`src/rtl/bssa_pkg.sv`:
```
// Shared types, constants and helper functions for the bitmap slab sub-allocator.
// Depends on nothing; imported by bitmap_slab_sub_allocator.
package bssa_pkg;

    // Occupancy map of one block: one bit per plane.
    localparam int unsigned PLANES = 8;
    localparam logic [7:0] FULL_MAP = 8'hFF;

    // Count of checkouts held saturates here.
    localparam logic [10:0] HELD_MAX = 11'd2047;

    // Operation codes of an input item.
    localparam logic OP_CHECKOUT = 1'b0;
    localparam logic OP_RELEASE  = 1'b1;

    // Configuration register indexes.
    localparam logic CFG_BLOCK_LIMIT = 1'b0;
    localparam logic CFG_TILES       = 1'b1;

    // Sequencer states.
    typedef enum logic [2:0] {
        ST_IDLE,
        ST_REL,
        ST_SCAN,
        ST_COMMIT,
        ST_DONE
    } t_state;

    // Mask of a run of (1 << size_log2) planes starting at plane sub.
    // Bits above plane 7 are dropped; a run of eight planes covers the whole map.
    function automatic logic [7:0] run_mask(input logic [1:0] size_log2,
                                            input logic [2:0] sub);
        logic [15:0] w;
        if (size_log2 == 2'd3) begin
            w = {8'h00, FULL_MAP};
        end else begin
            w = ((16'd1 << (4'd1 << size_log2)) - 16'd1) << sub;
        end
        return w[7:0];
    endfunction

    // Number of occupied planes in a map.
    function automatic logic [3:0] ones(input logic [7:0] map);
        logic [3:0] n;
        n = 4'd0;
        for (int b = 0; b < PLANES; b++) begin
            n = n + 4'(map[b]);
        end
        return n;
    endfunction

    // First free, naturally aligned run: {found, sub}.
    function automatic logic [3:0] find_run(input logic [7:0] map,
                                            input logic [1:0] size_log2);
        logic [3:0] res;
        logic [2:0] align;
        res   = 4'd0;
        align = (3'd1 << size_log2) - 3'd1;
        // Walk downward so that the lowest fitting start wins.
        for (int s = PLANES - 1; s >= 0; s--) begin
            if (((3'(s) & align) == 3'd0) &&
                ((map & run_mask(size_log2, 3'(s))) == 8'h00)) begin
                res = {1'b1, 3'(s)};
            end
        end
        return res;
    endfunction

endpackage

```
`src/rtl/bitmap_slab_sub_allocator.sv`:
```
// Bitmap slab sub-allocator: top level with the occupancy memory and its sequencer.
// Depends on bssa_pkg for state type, constants and mask helpers.
//
//   Channel   Direction  Handshake                Payload
//   in        input      i_in_valid / o_in_stall  i_opcode, i_size_log2, i_block_index,
//                                                 i_sub_offset
//   out       output     o_out_valid / i_out_stall o_accepted, o_granted_block,
//                                                 o_granted_sub, o_plane_offset,
//                                                 o_outstanding
//   cfg       input      i_cfg_we                 i_cfg_index, i_cfg_data
//
// A checkout scans the opened blocks, reading one occupancy byte per cycle through the
// single read port of the map memory, then writes back the block that it grants.
// A release reads, modifies and writes back, then hands off the result.
// Reset clears the control state only; map entries beyond the opened count are never
// read, and a block is written in full when it is opened, so no clearing pass is needed.
// A stalled result waits in the output register while the next item is accepted; that
// item finishes once the register is free.
module bitmap_slab_sub_allocator
    import bssa_pkg::*;
#(
    parameter int unsigned BLOCKS = 128
) (
    input  logic        i_clk,
    input  logic        i_rst_n,
    // Input item channel.
    input  logic        i_in_valid,
    output logic        o_in_stall,
    input  logic        i_opcode,
    input  logic [1:0]  i_size_log2,
    input  logic [6:0]  i_block_index,
    input  logic [2:0]  i_sub_offset,
    // Result channel.
    output logic        o_out_valid,
    input  logic        i_out_stall,
    output logic        o_accepted,
    output logic [6:0]  o_granted_block,
    output logic [2:0]  o_granted_sub,
    output logic [34:0] o_plane_offset,
    output logic [10:0] o_outstanding,
    // Configuration writes.
    input  logic        i_cfg_we,
    input  logic        i_cfg_index,
    input  logic [31:0] i_cfg_data
);

    localparam int unsigned AW = (BLOCKS > 1) ? $clog2(BLOCKS) : 1;
    localparam int unsigned OW = $clog2(BLOCKS + 1);

    // Configuration registers.
    logic [7:0]  r_block_limit;
    logic [31:0] r_tiles;

    // Allocator state outside the memory.
    logic [OW-1:0] r_opened;
    logic [10:0]   r_held;

    // Captured input item.
    logic       r_op;
    logic [1:0] r_size;
    logic [6:0] r_blk;
    logic [2:0] r_sub;
    logic       r_rel_ok;

    // Sequencer.
    t_state r_state;
    t_state n_state;

    // Scan bookkeeping.
    logic [OW-1:0] r_rd_idx;
    logic          r_chk_vld;
    logic [AW-1:0] r_chk_idx;
    logic          r_found;
    logic [AW-1:0] r_pick_idx;
    logic [2:0]    r_pick_sub;
    logic [3:0]    r_pick_fill;
    logic [7:0]    r_pick_map;

    // Staged result and output register.
    logic        r_res_acc;
    logic [6:0]  r_res_blk;
    logic [2:0]  r_res_sub;
    logic [34:0] r_res_off;
    logic [10:0] r_res_outst;
    logic        r_out_vld;
    logic        r_o_acc;
    logic [6:0]  r_o_blk;
    logic [2:0]  r_o_sub;
    logic [34:0] r_o_off;
    logic [10:0] r_o_outst;

    // Occupancy memory: one write port, one registered read port.
    logic [7:0]    r_occ_mem [BLOCKS];
    logic [7:0]    r_rd_data;
    logic          mem_re;
    logic [AW-1:0] mem_ra;
    logic          mem_we;
    logic [AW-1:0] mem_wa;
    logic [7:0]    mem_wd;

    // Combinational helpers.
    logic            in_xfer;
    logic            out_free;
    logic            scan_issue;
    logic            in_rel_ok;
    logic            can_open;
    logic            grant;
    logic [3:0]      chk_run;
    logic [3:0]      chk_fill;
    logic [AW+6:0]   in_blk_ext;
    logic [AW+6:0]   blk_ext;
    logic [AW+6:0]   gblk_ext;
    logic [AW-1:0]   gblk_idx;
    logic [2:0]      gsub;
    logic [10:0]     held_dec;
    logic [10:0]     held_inc;

    assign in_xfer    = i_in_valid && !o_in_stall;
    assign out_free   = !r_out_vld || !i_out_stall;
    assign in_blk_ext = {{AW{1'b0}}, i_block_index};
    assign blk_ext    = {{AW{1'b0}}, r_blk};
    assign in_rel_ok  = (i_opcode == OP_RELEASE) &&
                        (32'(i_block_index) < 32'(r_opened));
    assign scan_issue = (r_state == ST_SCAN) && (r_rd_idx < r_opened);
    assign can_open   = (32'(r_opened) < 32'(r_block_limit)) &&
                        (32'(r_opened) < BLOCKS);
    assign grant      = r_found || can_open;
    assign gblk_idx   = r_found ? r_pick_idx : r_opened[AW-1:0];
    assign gblk_ext   = {7'd0, gblk_idx};
    assign gsub       = r_found ? r_pick_sub : 3'd0;
    assign held_dec   = (r_held != 11'd0) ? (r_held - 11'd1) : r_held;
    assign held_inc   = (r_held < HELD_MAX) ? (r_held + 11'd1) : r_held;

    // Per-block check of the byte returned by the scan read.
    assign chk_run  = find_run(r_rd_data, r_size);
    assign chk_fill = ones(r_rd_data);

    // Next state.
    always_comb begin
        n_state = r_state;
        case (r_state)
            ST_IDLE: begin
                if (in_xfer) begin
                    n_state = (i_opcode == OP_RELEASE) ? ST_REL : ST_SCAN;
                end
            end
            ST_REL:    n_state = ST_DONE;
            ST_SCAN: begin
                if (!scan_issue && !r_chk_vld) begin
                    n_state = ST_COMMIT;
                end
            end
            ST_COMMIT: n_state = ST_DONE;
            ST_DONE: begin
                if (out_free) begin
                    n_state = ST_IDLE;
                end
            end
            default:   n_state = ST_IDLE;
        endcase
    end

    // Memory controls and input stall.
    always_comb begin
        o_in_stall = 1'b1;
        mem_re     = 1'b0;
        mem_ra     = r_rd_idx[AW-1:0];
        mem_we     = 1'b0;
        mem_wa     = blk_ext[AW-1:0];
        mem_wd     = r_rd_data & ~run_mask(r_size, r_sub);
        case (r_state)
            ST_IDLE: begin
                o_in_stall = 1'b0;
                mem_re     = i_in_valid && in_rel_ok;
                mem_ra     = in_blk_ext[AW-1:0];
            end
            ST_REL: begin
                mem_we = r_rel_ok;
            end
            ST_SCAN: begin
                mem_re = scan_issue;
            end
            ST_COMMIT: begin
                mem_we = grant;
                mem_wa = gblk_idx;
                mem_wd = r_found ? (r_pick_map | run_mask(r_size, r_pick_sub))
                                 : run_mask(r_size, 3'd0);
            end
            default: begin
                o_in_stall = 1'b1;
            end
        endcase
    end

    // Occupancy memory.
    always_ff @(posedge i_clk) begin
        if (mem_we) begin
            r_occ_mem[mem_wa] <= mem_wd;
        end
        if (mem_re) begin
            r_rd_data <= r_occ_mem[mem_ra];
        end
    end

    // Configuration registers.
    always_ff @(posedge i_clk) begin
        if (!i_rst_n) begin
            r_block_limit <= 8'd100;
            r_tiles       <= 32'd1;
        end else if (i_cfg_we) begin
            case (i_cfg_index)
                CFG_BLOCK_LIMIT: r_block_limit <= i_cfg_data[7:0];
                CFG_TILES:       r_tiles       <= i_cfg_data;
                default:         r_tiles       <= r_tiles;
            endcase
        end
    end

    // Sequencer and allocator state.
    always_ff @(posedge i_clk) begin
        if (!i_rst_n) begin
            r_state   <= ST_IDLE;
            r_opened  <= '0;
            r_held    <= 11'd0;
            r_chk_vld <= 1'b0;
            r_found   <= 1'b0;
        end else begin
            r_state <= n_state;
            case (r_state)
                ST_IDLE: begin
                    if (in_xfer) begin
                        r_rel_ok <= in_rel_ok;
                        r_found  <= 1'b0;
                        r_rd_idx <= '0;
                    end
                end
                ST_REL: begin
                    if (r_rel_ok) begin
                        r_held <= held_dec;
                    end
                end
                ST_SCAN: begin
                    // Issue one read per cycle and check the byte that comes back.
                    r_chk_vld <= scan_issue;
                    r_chk_idx <= r_rd_idx[AW-1:0];
                    if (scan_issue) begin
                        r_rd_idx <= r_rd_idx + OW'(1);
                    end
                    if (r_chk_vld && chk_run[3] &&
                        (!r_found || chk_fill > r_pick_fill)) begin
                        r_found     <= 1'b1;
                        r_pick_idx  <= r_chk_idx;
                        r_pick_sub  <= chk_run[2:0];
                        r_pick_fill <= chk_fill;
                        r_pick_map  <= r_rd_data;
                    end
                end
                ST_COMMIT: begin
                    if (!r_found && can_open) begin
                        r_opened <= r_opened + OW'(1);
                    end
                    if (grant) begin
                        r_held <= held_inc;
                    end
                end
                default: begin
                    r_chk_vld <= 1'b0;
                end
            endcase
        end
    end

    // Capture of the input item.
    always_ff @(posedge i_clk) begin
        if (in_xfer) begin
            r_op   <= i_opcode;
            r_size <= i_size_log2;
            r_blk  <= i_block_index;
            r_sub  <= i_sub_offset;
        end
    end

    // Result staging.
    always_ff @(posedge i_clk) begin
        if (r_state == ST_REL) begin
            r_res_acc   <= r_rel_ok;
            r_res_blk   <= 7'd0;
            r_res_sub   <= 3'd0;
            r_res_off   <= 35'd0;
            r_res_outst <= r_rel_ok ? held_dec : r_held;
        end else if (r_state == ST_COMMIT && r_op == OP_CHECKOUT) begin
            r_res_acc   <= grant;
            r_res_blk   <= grant ? gblk_ext[6:0] : 7'd0;
            r_res_sub   <= grant ? gsub : 3'd0;
            r_res_off   <= grant ? ({32'd0, gsub} * {3'd0, r_tiles}) : 35'd0;
            r_res_outst <= grant ? held_inc : r_held;
        end
    end

    // Output register: loaded when the staged result is ready and the slot is free.
    always_ff @(posedge i_clk) begin
        if (!i_rst_n) begin
            r_out_vld <= 1'b0;
        end else if (r_state == ST_DONE && out_free) begin
            r_out_vld <= 1'b1;
        end else if (r_out_vld && !i_out_stall) begin
            r_out_vld <= 1'b0;
        end
    end

    always_ff @(posedge i_clk) begin
        if (r_state == ST_DONE && out_free) begin
            r_o_acc   <= r_res_acc;
            r_o_blk   <= r_res_blk;
            r_o_sub   <= r_res_sub;
            r_o_off   <= r_res_off;
            r_o_outst <= r_res_outst;
        end
    end

    assign o_out_valid     = r_out_vld;
    assign o_accepted      = r_o_acc;
    assign o_granted_block = r_o_blk;
    assign o_granted_sub   = r_o_sub;
    assign o_plane_offset  = r_o_off;
    assign o_outstanding   = r_o_outst;

endmodule

```
`config.mk`:
```
export PLATFORM = sky130hd
export DESIGN_NAME = bitmap_slab_sub_allocator
export DESIGN_NICKNAME = d
export VERILOG_FILES = /design/src/rtl/bssa_pkg.sv /design/src/rtl/bitmap_slab_sub_allocator.sv
export SDC_FILE = /design/constraint.sdc
export NUM_CORES = 2
export LEC_CHECK = 0
export ABC_CLOCK_PERIOD_IN_PS = 7980
export BUFFER_PORTS_ARGS = -buffer_cell sky130_fd_sc_hd__clkbuf_2
export CORE_ASPECT_RATIO = 0.9
export CORE_UTILIZATION = 52
export DETAILED_ROUTE_END_ITERATION = 16
export GPL_TIMING_DRIVEN = 0
export PLACE_DENSITY = 0.74
export SYNTH_ARGS = -nofsm -noshare
export SYNTH_HDL_FRONTEND = slang
export SYNTH_SLANG_ARGS = --single-unit
```
`constraint.sdc`:
```
create_clock -name i_clk -period 7.98 [get_ports i_clk]
set_clock_uncertainty 0.2 [all_clocks]
set_input_delay 0.798 -clock i_clk [delete_from_list [all_inputs] [get_ports i_clk]]
set_output_delay 0.798 -clock i_clk [all_outputs]
set_load 0.01 [all_outputs]
```
# After elaboration in Yosys (flattened, before gate mapping)
# Memories as Yosys holds them, arrays and structs flattened. A register that Yosys moved wholly into a read port is not among the register bits.
# Index checks and enable logic that the tools add are counted.
# totals
wordCells	197
output_inout_bits	59
register_bits	230
ram_bits	1024
n_memories	1
# classes
magnitude_cmp	6
n_shift	5
n_bitwise	13
muxes	56
n_mul	1
reduce_logical	61
add_sub_neg	13
n_eq_ne	10
# memory_table
name	words	word_bits	rd	rd_ports_with_merged_regs	wr	line	rtl
r_occ_mem	128	8	1	1	1	bitmap_slab_sub_allocator.sv:93	logic [7:0] r_occ_mem [BLOCKS];
# ops
operator	count
two-way mux 8 bit	15
AND 8 bit	9
two-way mux 11 bit	6
logical NOT 8 bit	8
multiplier 3 x 32 -> 35 bit	1
two-way mux 35 bit	1
two-way mux 4 bit	8
left shift 16 x 3 -> 8 bit	2
two-way mux 7 bit	4
logical NOT 3 bit	8
case mux 11 bit (2 select lines)	1
logical AND 1 bit	19
adder 4 x 1 -> 4 bit	4
adder 8 x 1 -> 8 bit (second input constant)	2
< comparator 8 bit	2
case mux 8 bit (2 select lines)	1
left shift 1 x 4 -> 16 bit (first input constant)	1
subtractor 16 x 1 -> 16 bit (second input constant)	1
two-way mux 3 bit	5
case mux 3 bit (4 select lines)	1
AND reduction 3 bit	4
adder 11 x 1 -> 11 bit (second input constant)	1
< comparator 11 bit (second input constant)	1
nonzero test 11 bit	1
30 further kinds	59

# Depth between registers and ports, before layout
# logic_depth
word_depth	19
depth_mapped	19
mapped_depth_nobuf	16

# Least setup slack after synthesis
# No wires, ideal clock.
# synth_path
path_kind	reg-to-reg
start	reg r_state[0]
end	mem r_occ_mem[0][1], data pin
n_path_buf	3
setup_ps	1197
slack_ps	17
arrival_ps	6566
path_stages_with_launch	8
path_cell_list	dfxtp_1 -> nor2b_1 -> clkbuf_1 -> nand2_1 -> clkbuf_1 -> clkbuf_1 -> nand3_1 -> o21ai_0
# synth_between
elab_chain_cells	2
# synth_lines
element	line	rtl
start, declared	bitmap_slab_sub_allocator.sv:66	t_state r_state;
start signal, assigned	bitmap_slab_sub_allocator.sv:228	r_state <= n_state;
equality test 3 x 2 -> 1 bit	bitmap_slab_sub_allocator.sv:171	case (r_state)
two-way mux 8 bit	bitmap_slab_sub_allocator.sv:171	
via mem_wd[1]	bitmap_slab_sub_allocator.sv:99	logic [7:0] mem_wd;
end, declared	bitmap_slab_sub_allocator.sv:93	
# The timed path passes the listed nets, and every way through them passes these cells.

# Final worst setup path
# layout_path
start	reg r_state[2]
end	reg r_rd_data[2], read port of r_occ_mem, data pin
# layout_between
elab_chain_cells	3
# layout_lines
element	line	rtl
equality test 3 x 2 -> 1 bit	bitmap_slab_sub_allocator.sv:124, bitmap_slab_sub_allocator.sv:171	
logical AND 1 bit	bitmap_slab_sub_allocator.sv:124	assign scan_issue = (r_state == ST_SCAN) && (r_rd_idx < r_opened);
case mux 1 bit (2 select lines)	bitmap_slab_sub_allocator.sv:171	
end, declared	bitmap_slab_sub_allocator.sv:94	logic [7:0] r_rd_data;
# Parallel ways exist; a longest one is shown, timed or not.
# A chain may end at the register's enable or synchronous reset.

==> metrics.yaml <==
die_h_um: 304
ys_seq_area_share_pct: 69.8
layout_common_cells: "edfxtp_1 (1152), nand2_1 (441), mux4_2 (256), nor2_1 (230), clkbuf_1 (139)"
global_route.usage.met3_pct: 6.44
crit_chain: "nor3_4 > mux2i_1 > clkbuf_1 > clkbuf_1 > mux4_2 > o21ai_0 > nor4_1 > a21oi_1 > nor3_1"
die_w_um: 338
synth_top_family_by_area: "multiplexers"
max-vdd-ir-drop_v: 0.000217
muxShareOfSynthArea_pct: 11.7
slowest_stage: "nor4_1"
die_area_um2: 103000
syn_nets: 3484
cts-root-buf: "clkbuf_16"
use_met1_pct: 36.8
synthXorXnorAreaFrac_pct: 0.831
critPathArrivalTime_ps: 6760
synth_ff_type: "edfxtp_1"
worstMarginPinSlew_ps: 1310
yosysWarnings: 0
slew_headroom_pct: 12.1
synth-adder-area-share_pct: 2.94
drive_gt1_share_pct: 16.6
routabilityCongestion: 0.948
outcome: "complete, no violations"
grt_pass1_wl_um: 198000
netlist_area_um2: 52700
syn_avg_cell_area_um2: 15.8
report.power.total_w: 0.0146
ioPinCount: 110
port_buffers: 108
worstSetupPathType: "reg2reg"
overflow: 0
synthDistinctLibCells: 68
fin_crit_ps: 6510
drv_slew: 0
cp_common_cell: "clkbuf_1"
dp_hpwl_um: 90700
grt_max_degree: 81
netlist_instances: 3330
post-route-period-util_pct: 81.6
power_leakage_nw: 19.8
worstSetupStartpointType: "flip-flop"
synth_compound_area_share_pct: 4.86
tns_ps: 0
grt.met2_usage_pct: 40.1
path_delay_family: "simple AND/OR/NAND/NOR gates"
cp-end-kind: "flip-flop"
ctsResizeCount: 0
fillerInstances: 7357
r2r_end: "r_rd_data[2]"
start_util_pct: 52.6
powerDensity_nw_per_um2: 245
synth_edf_count: 1152
top_usage_layer: "met2"
wirelength_um: 134000
yosysTopAreaCellShare_pct: 65.6
clock.fmax_mhz: 154
synthSimpleGateAreaFrac_pct: 7.79
fp.coreArea_um2: 100000
dr.pass1.iters: 7
cts_setup_buffers: 0
rrSetupSlack_ps: 1470
synthTopCellsByArea: "edfxtp_1 (66%), mux4_2 (11%), dfxtp_1 (4.2%)"
cts_tree: "built"
clk_transition_reported_paths_ps: 60
synthArstFlopShare_pct: 0
min_path_cells: 1
fin_nets: 3736
cp_slowest_stage_delay_ps: 1040
vias: 31200
grt_use_total_pct: 26.3
synth-seq-cells: 1262
drv_cap: 0
worst_hold_slack_ps: 64.6
cts-htree-levels: 3
crit_fanout: 10
wl_per_cell_um: 26.6
hp-start: "i_sub_offset[1]"
yosysTopAreaCell: "edfxtp_1"
first_iter_violations: 4089
final_common_cell: "edfxtp_1"
area_growth_pct: 12.7
clk_latency_ps: 760
antenna_found_initial: 1
cts_buffers: 120
hold_path_end: "r_sub[1]"
num_rows: 110
clock_tree.buffer_depth: 3
r2r_start: "r_state[2]"
route.detailed.drc: 0
reg2reg_depth: 9
ant_nets: 0
worst-path-buf-inv: 2
hold_path.class: "in2reg"
grt_pass1_vias: 30600
rsz0062_at_grt: "false"
vias_per_cell: 6.21
hold_violations: 0
cp_data_required_time_ps: 8230
setup_viol: 0
cts_hold_buf: 0
clkSinkCount: 1262
[where the power goes]
group          internal (W)  leakage (nW)  switching [W]
Sequential          0.00737          11.4      0.0000324
Clock               0.00311          1.88        0.00251
Combinational      0.000537          6.51        0.00101
[worst reg2reg max path: stages (launching register included)]
cell and delay (ps):
dfxtp_1 390, nor3_4 540, mux2i_1 920, clkbuf_1 940, clkbuf_1 910, mux4_2 390
o21ai_0 110, nor4_1 1040, a21oi_1 340, nor3_1 500
[synthesized netlist by cell type, types with 11 or more instances]
cell type  count
a211oi_1      14
a21boi_0      40
a21o_1        20
a21oi_1       75
a31oi_1       19
a32oi_1       14
and2_1        28
and3_1        19
buf_1         13
buf_2         33
clkbuf_1     115
dfxtp_1      110
edfxtp_1    1152
fa_1          35
ha_1          68
inv_1        110
mux2i_1       37
mux4_2       256
nand2_1      441
nand2b_1      22
nand3_1       97
nand4_1       23
nor2_1       230
nor2b_1       17
nor3_1        30
nor4_1        14
o21a_1        11
o21ai_0      105
o22ai_1       30
xnor2_1       32
xor2_1        18
[layout make-up]
cell class / count / area, µm² / area share [%]
multi-input combinational: 1793 / 14900 / 25.2
sequential: 1262 / 36800 / 61.9
antenna: 1 / 2.50 / 0.00421
clock inverter: 75 / 712 / 1.20
tap: 1344 / 1680 / 2.83
inverter: 111 / 417 / 0.701
buffer: 164 / 668 / 1.12
timing repair buffer: 130 / 1030 / 1.73
clock buffer: 148 / 3150 / 5.30
[worst max-delay path by stage]
stage	from	to	slack, ps	depth (start not counted)
after floorplan	r_state[0]	r_occ_mem[0][1]	20	7
after detailed placement	r_found	r_res_off[30]	1720	19
final	r_state[2]	r_rd_data[2]	1470	9
after global routing	r_found	r_res_off[30]	1230	19
after global placement	r_state[2]	r_occ_mem[7][1]	-7020	7
after CTS	r_found	r_res_off[30]	1670	19
[logic make-up after synthesis]
logic type / count (synthesis)
buffers and inverters: 275
AND/OR/NAND/NOR: 944
AO/OA/AOI/OAI: 399
XOR/XNOR: 50
adder cells (fa/ha/maj): 103
multiplexers: 297
flip-flops: 1262
[registers in the layout, indices dropped and copies added, names as in the netlist, 4 cells and up]
name and cells:
r_chk_idx 7, r_occ_mem 1024, r_held 11, r_tiles 32
r_res_outst 11, r_opened 8, r_pick_fill 4, r_blk 7
r_rd_idx 8, r_pick_map 8, o_outstanding 11, r_block_limit 8
r_res_blk 7, r_res_off 35, r_rd_data 8, o_granted_block 7
o_plane_offset 35, r_pick_idx 7
[routing by layer]
layer	wire [µm]	vias up	part of all wire (%)
li1	-	13300	-
met1	51000	15600	38
met2	61800	2041	46
met3	15600	307	12
met4	5330	2	4.0
met5	12	-	0.0090
[metrics by stage]
step                      setup WS [ps]  utilization, %  instances  instance area, µm²
after floorplan                    17.0               -       3330               52700
after global placement            -7020            54.8       4782               54900
after detailed placement           1720            55.4       4804               55500
after CTS                          1670            59.3       5027               59400
after global routing               1230            59.3       5027               59400
final                              1470            59.3       5028               59400
Note: power is estimated with default switching activity, not from simulation.
